`src/fibt_pkg.sv`:
```
package fibt_pkg;

    typedef enum logic [1:0] {
        OP_ALLOC = 2'd0,
        OP_SET   = 2'd1,
        OP_POLL  = 2'd2,
        OP_NONE  = 2'd3
    } t_op;

    // slot status codes, values above ST_DONE are stored as given
    localparam logic [2:0] ST_EMPTY = 3'd0;
    localparam logic [2:0] ST_ALLOC = 3'd1;
    localparam logic [2:0] ST_SENT  = 3'd2;
    localparam logic [2:0] ST_RCVD  = 3'd3;
    localparam logic [2:0] ST_DONE  = 3'd4;

    localparam logic [1:0] PO_NONE  = 2'd0;
    localparam logic [1:0] PO_OTHER = 2'd1;
    localparam logic [1:0] PO_FOUND = 2'd2;

    typedef struct packed {
        t_op         op;
        logic [3:0]  slot;
        logic [2:0]  new_status;
        logic        frame_present;
        logic        frame_is_ecat;
        logic [7:0]  frame_index;
        logic [15:0] frame_wkc;
        logic [15:0] frame_route;
    } t_in;

    typedef struct packed {
        logic [3:0]  alloc_slot;
        logic        alloc_failed;
        logic [1:0]  poll_outcome;
        logic [15:0] wkc_out;
        logic        frame_consumed;
    } t_out;

    typedef enum logic [2:0] {
        S_IDLE,
        S_SCAN,
        S_PREAD,
        S_PDEC,
        S_FINISH
    } t_state;

    typedef struct packed {
        logic take_req;
        logic scan_init;
        logic scan_step;
        logic alloc_finish;
        logic set_finish;
        logic poll_finish;
    } t_cmd;

    typedef struct packed {
        logic scan_busy;
        logic scan_last;
        logic out_free;
    } t_sts;

endpackage

```
`src/fibt_ctrl.sv`:
```
module fibt_ctrl (
    input  logic           i_clk,
    input  logic           i_rst_n,
    input  logic           i_in_valid,
    input  fibt_pkg::t_op  i_op,
    input  fibt_pkg::t_sts i_sts,
    output fibt_pkg::t_cmd o_cmd,
    output logic           o_in_stall
);
    import fibt_pkg::*;

    t_state r_state;
    t_state n_state;

    always_ff @(posedge i_clk) begin
        if (!i_rst_n) begin
            r_state <= S_IDLE;
        end else begin
            r_state <= n_state;
        end
    end

    always_comb begin
        n_state = r_state;
        o_cmd   = '0;
        unique case (r_state)
            S_IDLE: begin
                if (i_in_valid) begin
                    o_cmd.take_req = 1'b1;
                    unique case (i_op)
                        OP_ALLOC: begin
                            o_cmd.scan_init = 1'b1;
                            n_state         = S_SCAN;
                        end
                        OP_POLL: n_state = S_PREAD;
                        OP_SET,
                        OP_NONE: n_state = S_FINISH;
                    endcase
                end
            end
            S_SCAN: begin
                // stop on an empty slot or after the whole ring was checked
                if (!i_sts.scan_busy || i_sts.scan_last) begin
                    if (i_sts.out_free) begin
                        o_cmd.alloc_finish = 1'b1;
                        n_state            = S_IDLE;
                    end
                end else begin
                    o_cmd.scan_step = 1'b1;
                end
            end
            S_PREAD: n_state = S_PDEC;
            S_PDEC: begin
                if (i_sts.out_free) begin
                    o_cmd.poll_finish = 1'b1;
                    n_state           = S_IDLE;
                end
            end
            S_FINISH: begin
                if (i_sts.out_free) begin
                    o_cmd.set_finish = 1'b1;
                    n_state          = S_IDLE;
                end
            end
            default: n_state = S_IDLE;
        endcase
    end

    assign o_in_stall = (r_state != S_IDLE);

endmodule

```
`src/fibt_dp.sv`:
```
module fibt_dp #(
    parameter int NUM_SLOTS = 16
) (
    input  logic           i_clk,
    input  logic           i_rst_n,
    input  fibt_pkg::t_in  i_in_data,
    input  fibt_pkg::t_cmd i_cmd,
    input  logic           i_out_stall,
    output fibt_pkg::t_sts o_sts,
    output logic           o_out_valid,
    output fibt_pkg::t_out o_out_data
);
    import fibt_pkg::*;

    localparam int SW = (NUM_SLOTS > 1) ? $clog2(NUM_SLOTS) : 1;

    t_in              r_req;
    logic [SW-1:0]    r_last;
    logic [SW-1:0]    r_idx;
    logic [SW-1:0]    r_cnt;
    logic [NUM_SLOTS-1:0] r_busy;
    logic [2:0]       r_st_mem  [NUM_SLOTS];
    logic [15:0]      r_wkc_mem [NUM_SLOTS];
    logic [2:0]       r_rd_st_a;
    logic [2:0]       r_rd_st_b;
    logic [15:0]      r_rd_wkc;
    t_out             r_out;
    logic             r_out_valid;

    logic [SW-1:0]    slot_idx;
    logic [SW-1:0]    fidx_idx;
    logic [SW-1:0]    n_first;
    logic             slot_in_range;
    logic             fidx_in_range;
    logic             slot_rcvd;
    logic             fidx_sent;
    logic             idx_match;
    logic             w_en;
    logic             wk_en;
    logic [SW-1:0]    w_addr;
    logic [2:0]       w_st;
    t_out             n_out;

    assign slot_idx      = SW'(r_req.slot);
    assign fidx_idx      = SW'(r_req.frame_index);
    assign slot_in_range = (32'(r_req.slot) < NUM_SLOTS);
    assign fidx_in_range = (32'(r_req.frame_index) < NUM_SLOTS);
    assign n_first       = (r_last == SW'(NUM_SLOTS - 1)) ? '0 : r_last + 1'b1;

    // a slot whose busy flag is clear reads as empty
    assign slot_rcvd = slot_in_range && r_busy[slot_idx] && (r_rd_st_a == ST_RCVD);
    assign fidx_sent = fidx_in_range && r_busy[fidx_idx] && (r_rd_st_b == ST_SENT);
    assign idx_match = ({4'h0, r_req.slot} == r_req.frame_index);

    always_comb begin
        w_en   = 1'b0;
        wk_en  = 1'b0;
        w_addr = slot_idx;
        w_st   = ST_EMPTY;
        n_out  = '0;
        if (i_cmd.alloc_finish) begin
            if (!r_busy[r_idx]) begin
                w_en             = 1'b1;
                w_addr           = r_idx;
                w_st             = ST_ALLOC;
                n_out.alloc_slot = 4'(r_idx);
            end else begin
                n_out.alloc_failed = 1'b1;
            end
        end
        if (i_cmd.set_finish) begin
            if (r_req.op == OP_SET && slot_in_range) begin
                w_en = 1'b1;
                w_st = r_req.new_status;
            end
        end
        if (i_cmd.poll_finish) begin
            priority if (slot_rcvd) begin
                n_out.poll_outcome = PO_FOUND;
                n_out.wkc_out      = r_rd_wkc;
                w_en               = 1'b1;
                w_st               = ST_DONE;
            end else if (r_req.frame_present) begin
                n_out.frame_consumed = 1'b1;
                n_out.poll_outcome   = PO_OTHER;
                if (r_req.frame_is_ecat) begin
                    priority if (idx_match) begin
                        n_out.poll_outcome = PO_FOUND;
                        n_out.wkc_out      = r_req.frame_wkc;
                        if (slot_in_range) begin
                            w_en  = 1'b1;
                            wk_en = 1'b1;
                            w_st  = ST_DONE;
                        end
                    end else if (fidx_sent) begin
                        // park the frame in its own slot
                        w_en   = 1'b1;
                        wk_en  = 1'b1;
                        w_addr = fidx_idx;
                        w_st   = ST_RCVD;
                    end else begin
                        // no slot waits for it, frame dropped
                        n_out.poll_outcome = PO_OTHER;
                    end
                end
            end else begin
                // no frame waiting
                n_out.poll_outcome = PO_NONE;
            end
        end
    end

    always_ff @(posedge i_clk) begin
        if (i_cmd.take_req) begin
            r_req <= i_in_data;
        end
        if (i_cmd.scan_init) begin
            r_idx <= n_first;
            r_cnt <= '0;
        end else if (i_cmd.scan_step) begin
            r_idx <= (r_idx == SW'(NUM_SLOTS - 1)) ? '0 : r_idx + 1'b1;
            r_cnt <= r_cnt + 1'b1;
        end
        if (w_en) begin
            r_st_mem[w_addr] <= w_st;
        end
        if (wk_en) begin
            r_wkc_mem[w_addr] <= r_req.frame_wkc;
        end
        r_rd_st_a <= r_st_mem[slot_idx];
        r_rd_st_b <= r_st_mem[fidx_idx];
        r_rd_wkc  <= r_wkc_mem[slot_idx];
        if (i_cmd.alloc_finish || i_cmd.set_finish || i_cmd.poll_finish) begin
            r_out <= n_out;
        end
    end

    always_ff @(posedge i_clk) begin
        if (!i_rst_n) begin
            r_busy      <= '0;
            r_last      <= '0;
            r_out_valid <= 1'b0;
        end else begin
            if (w_en) begin
                r_busy[w_addr] <= (w_st != ST_EMPTY);
            end
            if (i_cmd.alloc_finish && !r_busy[r_idx]) begin
                r_last <= r_idx;
            end
            if (i_cmd.alloc_finish || i_cmd.set_finish || i_cmd.poll_finish) begin
                r_out_valid <= 1'b1;
            end else if (!i_out_stall) begin
                r_out_valid <= 1'b0;
            end
        end
    end

    assign o_sts.scan_busy = r_busy[r_idx];
    assign o_sts.scan_last = (r_cnt == SW'(NUM_SLOTS - 1));
    assign o_sts.out_free  = !r_out_valid || !i_out_stall;
    assign o_out_valid     = r_out_valid;
    assign o_out_data      = r_out;

endmodule

```
`src/frame_index_buffer_tracker.sv`:
```
// set-status and unknown op pass through the finish state, poll reads the slot memory and then decodes,
// allocate scans ahead, skipping up to NUM_SLOTS-1 occupied slots; each finish waits while a stalled result is held;
// the round-robin scan checks one slot busy flag per cycle
// a new request is taken in the cycle after its result is registered, also while it waits
// synchronous active-low reset marks every slot empty through its busy flag, clears the
// last granted slot and the output valid flag; no clearing pass, requests taken right away
module frame_index_buffer_tracker #(
    parameter int NUM_SLOTS = 16
) (
    input  logic           i_clk,
    input  logic           i_rst_n,
    input  logic           i_in_valid,
    output logic           o_in_stall,
    input  fibt_pkg::t_in  i_in_data,
    output logic           o_out_valid,
    input  logic           i_out_stall,
    output fibt_pkg::t_out o_out_data
);
    import fibt_pkg::*;

    t_cmd cmd;
    t_sts sts;

    fibt_ctrl u_ctrl (
        .i_clk      (i_clk),
        .i_rst_n    (i_rst_n),
        .i_in_valid (i_in_valid),
        .i_op       (i_in_data.op),
        .i_sts      (sts),
        .o_cmd      (cmd),
        .o_in_stall (o_in_stall)
    );

    fibt_dp #(
        .NUM_SLOTS (NUM_SLOTS)
    ) u_dp (
        .i_clk       (i_clk),
        .i_rst_n     (i_rst_n),
        .i_in_data   (i_in_data),
        .i_cmd       (cmd),
        .i_out_stall (i_out_stall),
        .o_sts       (sts),
        .o_out_valid (o_out_valid),
        .o_out_data  (o_out_data)
    );

endmodule

```
`config.mk`:
```
export PLATFORM = sky130hd
export DESIGN_NAME = frame_index_buffer_tracker
export DESIGN_NICKNAME = d
export VERILOG_FILES = /design/src/fibt_pkg.sv /design/src/fibt_ctrl.sv /design/src/fibt_dp.sv /design/src/frame_index_buffer_tracker.sv
export SDC_FILE = /design/constraint.sdc
export NUM_CORES = 1
export LEC_CHECK = 0
export BUFFER_PORTS_ARGS = -buffer_cell sky130_fd_sc_hd__buf_2
export CORE_MARGIN = 2
export CORE_UTILIZATION = 55
export CTS_CLUSTER_SIZE = 40
export DETAILED_ROUTE_END_ITERATION = 6
export PLACE_DENSITY = 0.75
export SYNTH_ARGS = -nofsm -noshare
export SYNTH_HDL_FRONTEND = slang
export SYNTH_HIERARCHICAL = 1
export SYNTH_SLANG_ARGS = --single-unit
```
`constraint.sdc`:
```
create_clock -name i_clk -period 4.1 [get_ports i_clk]
set_input_delay 0.41 -clock i_clk [delete_from_list [all_inputs] [get_ports i_clk]]
set_output_delay 0.41 -clock i_clk [all_outputs]
set_load 0.05 [all_outputs]
```
==> reports/qor.yml, run 1 <==
status: "complete, no violations"
path_clk_slew_ns: 0.06
h-tree-depth: 2
synthArstFlopShare_pct: 0
cp_num_buf_inv: 3
fmax_mhz: 259
via_per_inst: 6.14
tightest_slew_ns: 1.27
ios: 81
final_layout_size_suffix_gt1_share_pct: 34.0
cp-start-kind: "register"
via_count: 8749
place_area_um2: 18200
die_h_um: 179
routed_wl_mm: 35.4
cts_max_path_buffers: 3
postSynthAreaPerCell_um2: 19.3
power_leakage_nw: 6.43
slew_viol_final: 0
rsz0062_at_grt: "no"
ff2ff_path_depth: 13
cts.sink_count: 417
wl_per_cell_um: 24.9
crit_cells: 13
grt_pass1_wl_mm: 53.1
drc: 0
crit_family: "multiplexers"
powerDensity_nw_per_um2: 482
cts-root-buf: "clkbuf_16"
yosysSeqAreaShare_pct: 71.0
fin_cells: 1424
drtIter0Drc: 893
worstSetupEndpointType: "register"
drtPass1Iterations: 5
syn_to_final_growth_pct: 15.9
synthFlopType: "edfxtp_1"
netlist_instances: 877
clk_latency_ns: 0.55
worst_path_largest_cell_delay_ns: 0.51
setup_viol_count_final: 0
place_ws_ns: 0.190
syn_area_um2: 16900
syn-num-nets: 935
fin_ws_ns: 0.237
fin_area_um2: 19600
utilization_pct: 64.5
maxCapViolCount: 0
cts_buffers: 42
insertedDiodeCount: 0
ys_ff_latch: 417
ir_drop_v: 0.000367
cts_tree: "built"
critPathRequiredTime_ns: 4.34
period_needed_ns: 3.86
grt_usage_pct: 22.0
dieWidth_um: 179
io_buffers: 64
rr_startpoint: "u_dp/r_idx[0]"
crit_top_cell: "buf_4"
r2r-end: "u_dp/r_wkc_mem[4][0]"
ff2ff_setup_slack_ns: 0.24
grt_pass1_vias: 8881
hp-class: "in2reg"
whs_ns: 0.0330
antenna_left: 0
cp.arrival_ns: 4.10
dp_hpwl_mm: 21.2
timing.slew.headroom_pct: 15.0
finalSetupTns_ns: 0
crit_path_top_delay_cell: "edfxtp_1"
fin_skew_ns: 0.0336
grt_overflow: 0
cts_setup_buffers: 0
initial_core_util_pct: 55.6
hold_start: "i_in_data[26]"
synth_cell_type_count: 67
die_area_um2: 32200
cp-endpoint: "u_dp/r_wkc_mem[4][0]"
rows: 64
grt_max_degree: 44
crit_path_start: "u_dp/r_idx[0]"
core_area_um2: 30400
crit_chain: "buf_4, mux2i_1, mux4_2, mux2i_2, a2111oi_4, and2_1, a32o_1, buf_4, o31ai_1, mux2i_4, nand2b_1, nor2_2, buf_12"
finalNetCount: 1052
place_congestion: 0.845
dp_cells: 1346
fin_crit_sh_pct: 94.2
hold_viol: 0
yosys_warnings: 6
fillers: 2037
crit_fanout: 16
timing.setup.critical_path_class: "reg2reg"
grt_antenna_before_repair: 1
p_total_mw: 9.46
synth-edff-count: 367
## metal layers
layer	wire, um	GRT usage (%)	vias up
met5	17	0	-
met4	942	6.99	2
met3	3000	4.74	75
met2	17200	35.2	392
met1	14300	30.6	4478
li1	-	-	3802
## where the power goes
group | switching [mW] | internal [mW]
logic | 0.408 | 0.311
registers | 0.139 | 4.78
clock network | 1.57 | 2.26
total | 2.12 | 7.34
## area by class of cell
| class | instances | area [um2] | share of cell area, % |
|---|---|---|---|
| inverters | 12 | 45.0 | 0.230 |
| repair buffers | 121 | 948 | 4.83 |
| flip-flops and latches | 417 | 12000 | 61.3 |
| clock inverters | 15 | 166 | 0.848 |
| clock buffers | 63 | 1250 | 6.38 |
| multi-input cells | 400 | 4690 | 23.9 |
| well taps | 396 | 495 | 2.53 |
## state kept, by name, summed over array words and instances, names as in the netlist
signal,flops
u_dp/o_out_data,24
u_dp/r_idx,4
u_dp/r_rd_wkc,16
u_dp/r_cnt,4
u_dp/r_last,4
u_dp/r_wkc_mem,256
u_dp/r_busy,16
u_ctrl/r_state,3
u_dp/fidx_idx,4
u_dp/r_rd_st_a,3
u_dp/r_rd_st_b,3
u_dp/r_req,27
u_dp/o_out_valid,1
u_dp/r_st_mem,48
u_dp/slot_idx,4
## cell usage after synthesis, drive strengths merged, types with 3 or more instances
master	instances	area share, %
a22oi	3	0.13
nor3	8	0.24
dfxtp	50	5.9
clkbuf	25	0.55
o21ai	13	0.38
o31ai	3	0.16
nand3	6	0.21
nand2	36	0.81
o211ai	6	0.33
mux2i	41	2.5
a21oi	4	0.12
and2	11	0.41
edfxtp	367	65
xor2	7	0.36
buf	23	0.84
a31o	3	0.26
and3	5	0.18
inv	12	0.27
mux2	5	0.33
nor2b	10	0.38
nand3b	8	0.35
ha	3	0.22
nand2b	8	0.30
mux4	115	15
nor2	47	1.1
o21a	4	0.18
a22o	16	0.83
nor3b	7	0.49
## timing repair
action                     4_1_cts  5_1_grt
resized for setup                0        3
hold buffers                     0        0
setup endpoints to repair        0      135
## worst min path at each step
stage,end,slack (ns),cells past startpoint
global route,u_dp/r_req[25],0.01,1
global placement,u_dp/r_busy[0],0.48,2
detailed placement,u_dp/r_busy[12],0.49,2
floorplan,u_dp/r_busy[3],0.45,2
CTS,u_dp/r_req[25],0.02,1
finish,u_dp/r_req[26],0.03,1
## cells by family (layout without fill, tap and decap cells)
logic type / after synthesis / in the layout / share of synthesized area [%]
flip-flops: 417 / 417 / 71.0
buffers and inverters: 60 / 211 / 1.66
AO/OA/AOI/OAI: 67 / 67 / 3.21
adder cells (fa/ha/maj): 3 / 3 / 0.222
XOR/XNOR: 9 / 9 / 0.466
multiplexers: 161 / 161 / 18.2
AND/OR/NAND/NOR: 160 / 160 / 5.25
## placed cells by master, fill, tap and decap left out, types with 10 or more instances in the layout
master | Yosys | layout
edfxtp_1 | 367 | 367
mux4_2 | 115 | 115
buf_2 | 6 | 64
dfxtp_1 | 50 | 50
clkbuf_16 | 0 | 43
buf_4 | 5 | 41
mux2i_1 | 38 | 37
nand2_1 | 35 | 35
nor2_1 | 46 | 30
nor2_2 | 0 | 16
a22o_1 | 16 | 16
buf_12 | 0 | 16
inv_1 | 12 | 12
clkbuf_1 | 25 | 10
clkbuf_8 | 0 | 10
and2_1 | 11 | 10
Note: power is estimated with default switching activity, not from simulation.
==> inputs of run 2 (changes only) <==
--- a/config.mk
+++ b/config.mk
@@ -5,12 +5,12 @@
 export SDC_FILE = /design/constraint.sdc
 export NUM_CORES = 1
 export LEC_CHECK = 0
-export BUFFER_PORTS_ARGS = -buffer_cell sky130_fd_sc_hd__buf_2
 export CORE_MARGIN = 2
 export CORE_UTILIZATION = 55
 export CTS_CLUSTER_SIZE = 40
 export DETAILED_ROUTE_END_ITERATION = 6
-export PLACE_DENSITY = 0.75
+export DONT_BUFFER_PORTS = 1
+export PLACE_DENSITY = 0.73
 export SYNTH_ARGS = -nofsm -noshare
 export SYNTH_HDL_FRONTEND = slang
 export SYNTH_HIERARCHICAL = 1
==> reports/qor.yml, run 2 (synthesis gave the netlist of run 1 again) <==
core_area_um2: 30400
drc: 0
hp-class: "in2reg"
die_area_um2: 32200
reg_top3: "u_dp/r_wkc_mem: 256 flops, u_dp/r_st_mem: 48 flops, u_dp/r_req: 27 flops"
utilization_pct: 64.0
cts_max_path_buffers: 3
via_per_inst: 6.09
grt_usage_pct: 21.6
initial_core_util_pct: 55.6
timing.setup.critical_path_class: "reg2reg"
place_congestion: 0.821
hold_start: "i_rst_n"
cts_buffers: 42
cts_setup_buffers: 0
final_cell_mix: "367 x edfxtp_1, 115 x mux4_2, 58 x buf_4, 50 x dfxtp_1, 42 x clkbuf_16"
timing.slew.headroom_pct: 9.54
fin_skew_ns: 0.0260
die_h_um: 179
grt_overflow: 0
status: "complete, no violations"
insertedDiodeCount: 0
grt_max_degree: 49
grt_pass1_vias: 8707
crit_path_start: "u_dp/r_idx[0]"
power_leakage_nw: 6.30
crit_fanout: 19
drtIter0Drc: 861
slew_viol_final: 0
cp.arrival_ns: 4.05
final_common_cell: "edfxtp_1"
fmax_mhz: 262
io_buffers: 0
rr_startpoint: "u_dp/r_idx[0]"
finalNetCount: 1032
place_area_um2: 17800
period_needed_ns: 3.82
maxCapViolCount: 0
dp_hpwl_mm: 21.7
fin_area_um2: 19500
worstSetupEndpointType: "register"
final_layout_size_suffix_gt1_share_pct: 27.6
cts-root-buf: "clkbuf_16"
cts.sink_count: 417
grt_pass1_wl_mm: 52.7
fin_crit_sh_pct: 93.2
cp-start-kind: "register"
grt_antenna_before_repair: 1
setup_viol_count_final: 0
wl_per_cell_um: 24.4
largest_reg_flops: 256
routed_wl_mm: 34.2
via_count: 8535
ir_drop_v: 0.000319
grt.busiest_layer: "met2"
drtPass1Iterations: 5
rows: 64
dieWidth_um: 179
tightest_slew_ns: 1.35
use_met1_pct: 32.7
hold_viol: 0
clk_latency_ns: 0.55
powerDensity_nw_per_um2: 477
largest_register: "u_dp/r_wkc_mem"
use_met2_pct: 32.8
rsz0062_at_grt: "no"
critPathRequiredTime_ns: 4.32
p_total_mw: 9.30
syn_to_final_growth_pct: 15.1
cts_tree: "built"
path_clk_slew_ns: 0.06
grt_use_met3_pct: 4.34
h-tree-depth: 2
ios: 81
antenna_left: 0
run 2: cell types whose count changed in the layout (fill, tap and decap cells not counted), moves of 11 or more:
cell	before	now
dlygate4sd3_1	0	36
nor2_2	16	5
nor2_1	30	41
buf_4	41	58
buf_2	64	0
run 2: stage by stage:
stage	cells	TNS, ns	setup WS [ns]	hold slack (ns)
detailed placement	1290	0	0.276	0.486
floorplan	877	-4.33	-0.0901	0.454
global route	1402	0	0.0103	0.00932
CTS	1402	0	0.227	0.00616
finish	1402	0	0.278	0.0230
global placement	1290	0	0.344	0.475
run 2: layout make-up:
class                      count  area (um2)
multi-input combinational    400        4650
clock buffer                  46        1090
tap                          396         495
fill                        2059       10900
clock inverter                30         256
sequential                   417       12000
timing repair buffer         101         927
inverter                      12        45.0
run 2: path summary, 6_finish.rpt:
path | cells after the start | slack, ns | endpoint
worst max-delay path | 12 | 0.28 | u_dp/r_st_mem[14][1]
worst min-delay path | 1 | 0.02 | u_dp/o_out_valid
worst max register to register | 12 | 0.28 | u_dp/r_st_mem[14][1]
worst min register to register | 2 | 0.51 | u_dp/r_busy[14]
run 2: power breakdown:
part	internal [mW]	switching (mW)	total, mW
clock network	2.11	1.57	3.68
registers	4.78	0.223	5.00
logic	0.303	0.307	0.611
run 2: worst max-delay path, cell delays in order (launching register included):
cell and delay [ns]:
edfxtp_1 0.48, buf_4 0.21, mux2i_1 0.11, mux4_2 0.51, mux2i_1 0.26, a2111oi_2 0.14, and2_1 0.19, a32o_1 0.29
buf_12 0.16, or3b_1 0.36, a31o_4 0.29, nand3b_1 0.30, inv_1 0.18
run 2: layer usage:
| metal | vias up | share of wire, % | wire length (um) |
|---|---|---|---|
| met5 | - | 0.038 | 13 |
| met4 | 2 | 2.2 | 759 |
| met3 | 55 | 7.1 | 2440 |
| met2 | 313 | 46 | 15800 |
| met1 | 4404 | 45 | 15200 |
| li1 | 3761 | - | - |
run 2: repair_timing:
action | 4_1_cts | 5_1_grt
resized for setup | 0 | 2
hold buffers | 36 | 0
setup endpoints to repair | 0 | 162
endpoints found under the hold margin | 42 | 0
==> inputs of run 3 (changes only) <==
--- a/config.mk
+++ b/config.mk
@@ -10,8 +10,9 @@
 export CTS_CLUSTER_SIZE = 40
 export DETAILED_ROUTE_END_ITERATION = 6
 export DONT_BUFFER_PORTS = 1
-export PLACE_DENSITY = 0.73
+export PLACE_DENSITY = 0.74
 export SYNTH_ARGS = -nofsm -noshare
 export SYNTH_HDL_FRONTEND = slang
 export SYNTH_HIERARCHICAL = 1
 export SYNTH_SLANG_ARGS = --single-unit
+export TNS_END_PERCENT = 20
==> reports/qor.yml, run 3 (synthesis gave the netlist of run 1 again) <==
status: "complete, no violations"
crit_chain: "buf_4, mux2i_1, mux4_2, mux2i_2, a2111oi_4, and2_1, a32o_1, buf_4, or3b_1, a31o_4, nand3b_1, inv_1"
initial_core_util_pct: 55.6
cp_num_buf_inv: 3
grt_overflow: 0
fillers: 2000
antenna_left: 0
finalNetCount: 1025
wl_per_cell_um: 25.3
ios: 81
power_leakage_nw: 6.31
final_common_cell: "edfxtp_1"
hp-class: "in2reg"
timing.slew.headroom_pct: 22.1
via_per_inst: 6.23
slew_viol_final: 0
grt_max_degree: 44
drtIter0Drc: 880
dp_hpwl_mm: 20.8
core_area_um2: 30400
reg_top3: "u_dp/r_wkc_mem: 256 flops, u_dp/r_st_mem: 48 flops, u_dp/r_req: 27 flops"
cts_tree: "built"
worst_path_largest_cell_delay_ns: 0.52
timing.setup.critical_path_class: "reg2reg"
worstSetupEndpointType: "register"
place_ws_ns: 0.142
syn_to_final_growth_pct: 16.0
clk_latency_ns: 0.54
h-tree-depth: 2
rows: 64
die_h_um: 179
ir_drop_v: 0.000329
ff2ff_path_depth: 12
powerDensity_nw_per_um2: 479
cp-start-kind: "register"
path_clk_slew_ns: 0.06
io_buffers: 0
fin_crit_sh_pct: 94.4
place_congestion: 0.852
final_cell_mix: "367 x edfxtp_1, 115 x mux4_2, 50 x dfxtp_1, 43 x buf_4, 42 x clkbuf_16"
rsz0062_at_grt: "no"
drc: 0
cp.arrival_ns: 4.10
maxCapViolCount: 0
whs_ns: 0.0272
crit_fanout: 13
largest_reg_flops: 256
grt_pass1_wl_mm: 53.8
crit_top_cell: "buf_4"
tightest_slew_ns: 1.16
insertedDiodeCount: 0
cts_max_path_buffers: 3
grt_pass1_vias: 8792
via_count: 8678
fin_skew_ns: 0.0199
routed_wl_mm: 35.2
die_area_um2: 32200
cts_buffers: 41
critPathRequiredTime_ns: 4.33
cts.sink_count: 417
final_layout_size_suffix_gt1_share_pct: 28.2
hold_viol: 0
crit_cells: 12
period_needed_ns: 3.87
crit_family: "multiplexers"
setup_viol_count_final: 0
whs_path_depth: 2
fin_ws_ns: 0.231
largest_register: "u_dp/r_wkc_mem"
p_total_mw: 9.41
fmax_mhz: 258
grt_usage_pct: 22.1
dieWidth_um: 179
crit_path_top_delay_cell: "mux4_2"
drtPass1Iterations: 5
cts-root-buf: "clkbuf_16"
grt_antenna_before_repair: 0
run 3: changes by cell type in the layout (fill, tap and decap cells not counted), sizes merged:
cell / delta
clkbuf: +8
clkinv: -7
bufinv: +2
clkinvlp: -5
buf: -6
run 3: cell type report:
type	count	area (um2)	area share, %
repair buffers	95	1000	5.11
multi-input cells	400	4690	23.9
clock buffers	54	1130	5.74
well taps	396	495	2.52
inverters	12	45.0	0.229
clock inverters	20	246	1.26
flip-flops and latches	417	12000	61.2
run 3: final timing paths:
path / start / to / slack [ns]
min: i_rst_n / u_ctrl/r_state[1] / 0.03
max reg2reg: u_dp/r_idx[0] / u_dp/r_st_mem[13][0] / 0.23
min reg2reg: u_dp/r_busy[15] / u_dp/r_busy[15] / 0.50
max: u_dp/r_idx[0] / u_dp/r_st_mem[13][0] / 0.23
run 3: metrics by stage:
stage / area (um2) / utilization [%] / std cells / TNS, ns
global placement: 17900 / 58.7 / 1281 / 0
finish: 19600 / 64.5 / 1394 / 0
global route: 19600 / 64.5 / 1394 / 0
detailed placement: 17900 / 58.7 / 1281 / 0
CTS: 19600 / 64.4 / 1391 / 0
floorplan: 16900 / - / 877 / -4.33
run 3: timing repair:
item / 4_1_cts / 5_1_grt
endpoints found under the hold margin: 39 / 0
gates resized for setup: 0 / 3
setup buffers: 0 / 3
endpoints found under the setup margin: 0 / 301
hold buffers: 36 / 0
run 3: report_power, final:
group	internal (mW)	leakage, nW	total (mW)	switching (mW)
clock network	2.26	0.673	3.79	1.53
logic	0.304	1.96	0.614	0.309
registers	4.78	3.68	5.00	0.226
total	7.34	6.31	9.41	2.07
run 3: per-layer routing:
layer  part of all wire [%]  up-vias  GRT usage, %
met2                     48      328          34.4
met3                    6.3       49          3.99
met1                     44     4555          33.2
li1                       -     3746             -
met5                      0        -             0
met4                    1.9        0          5.37
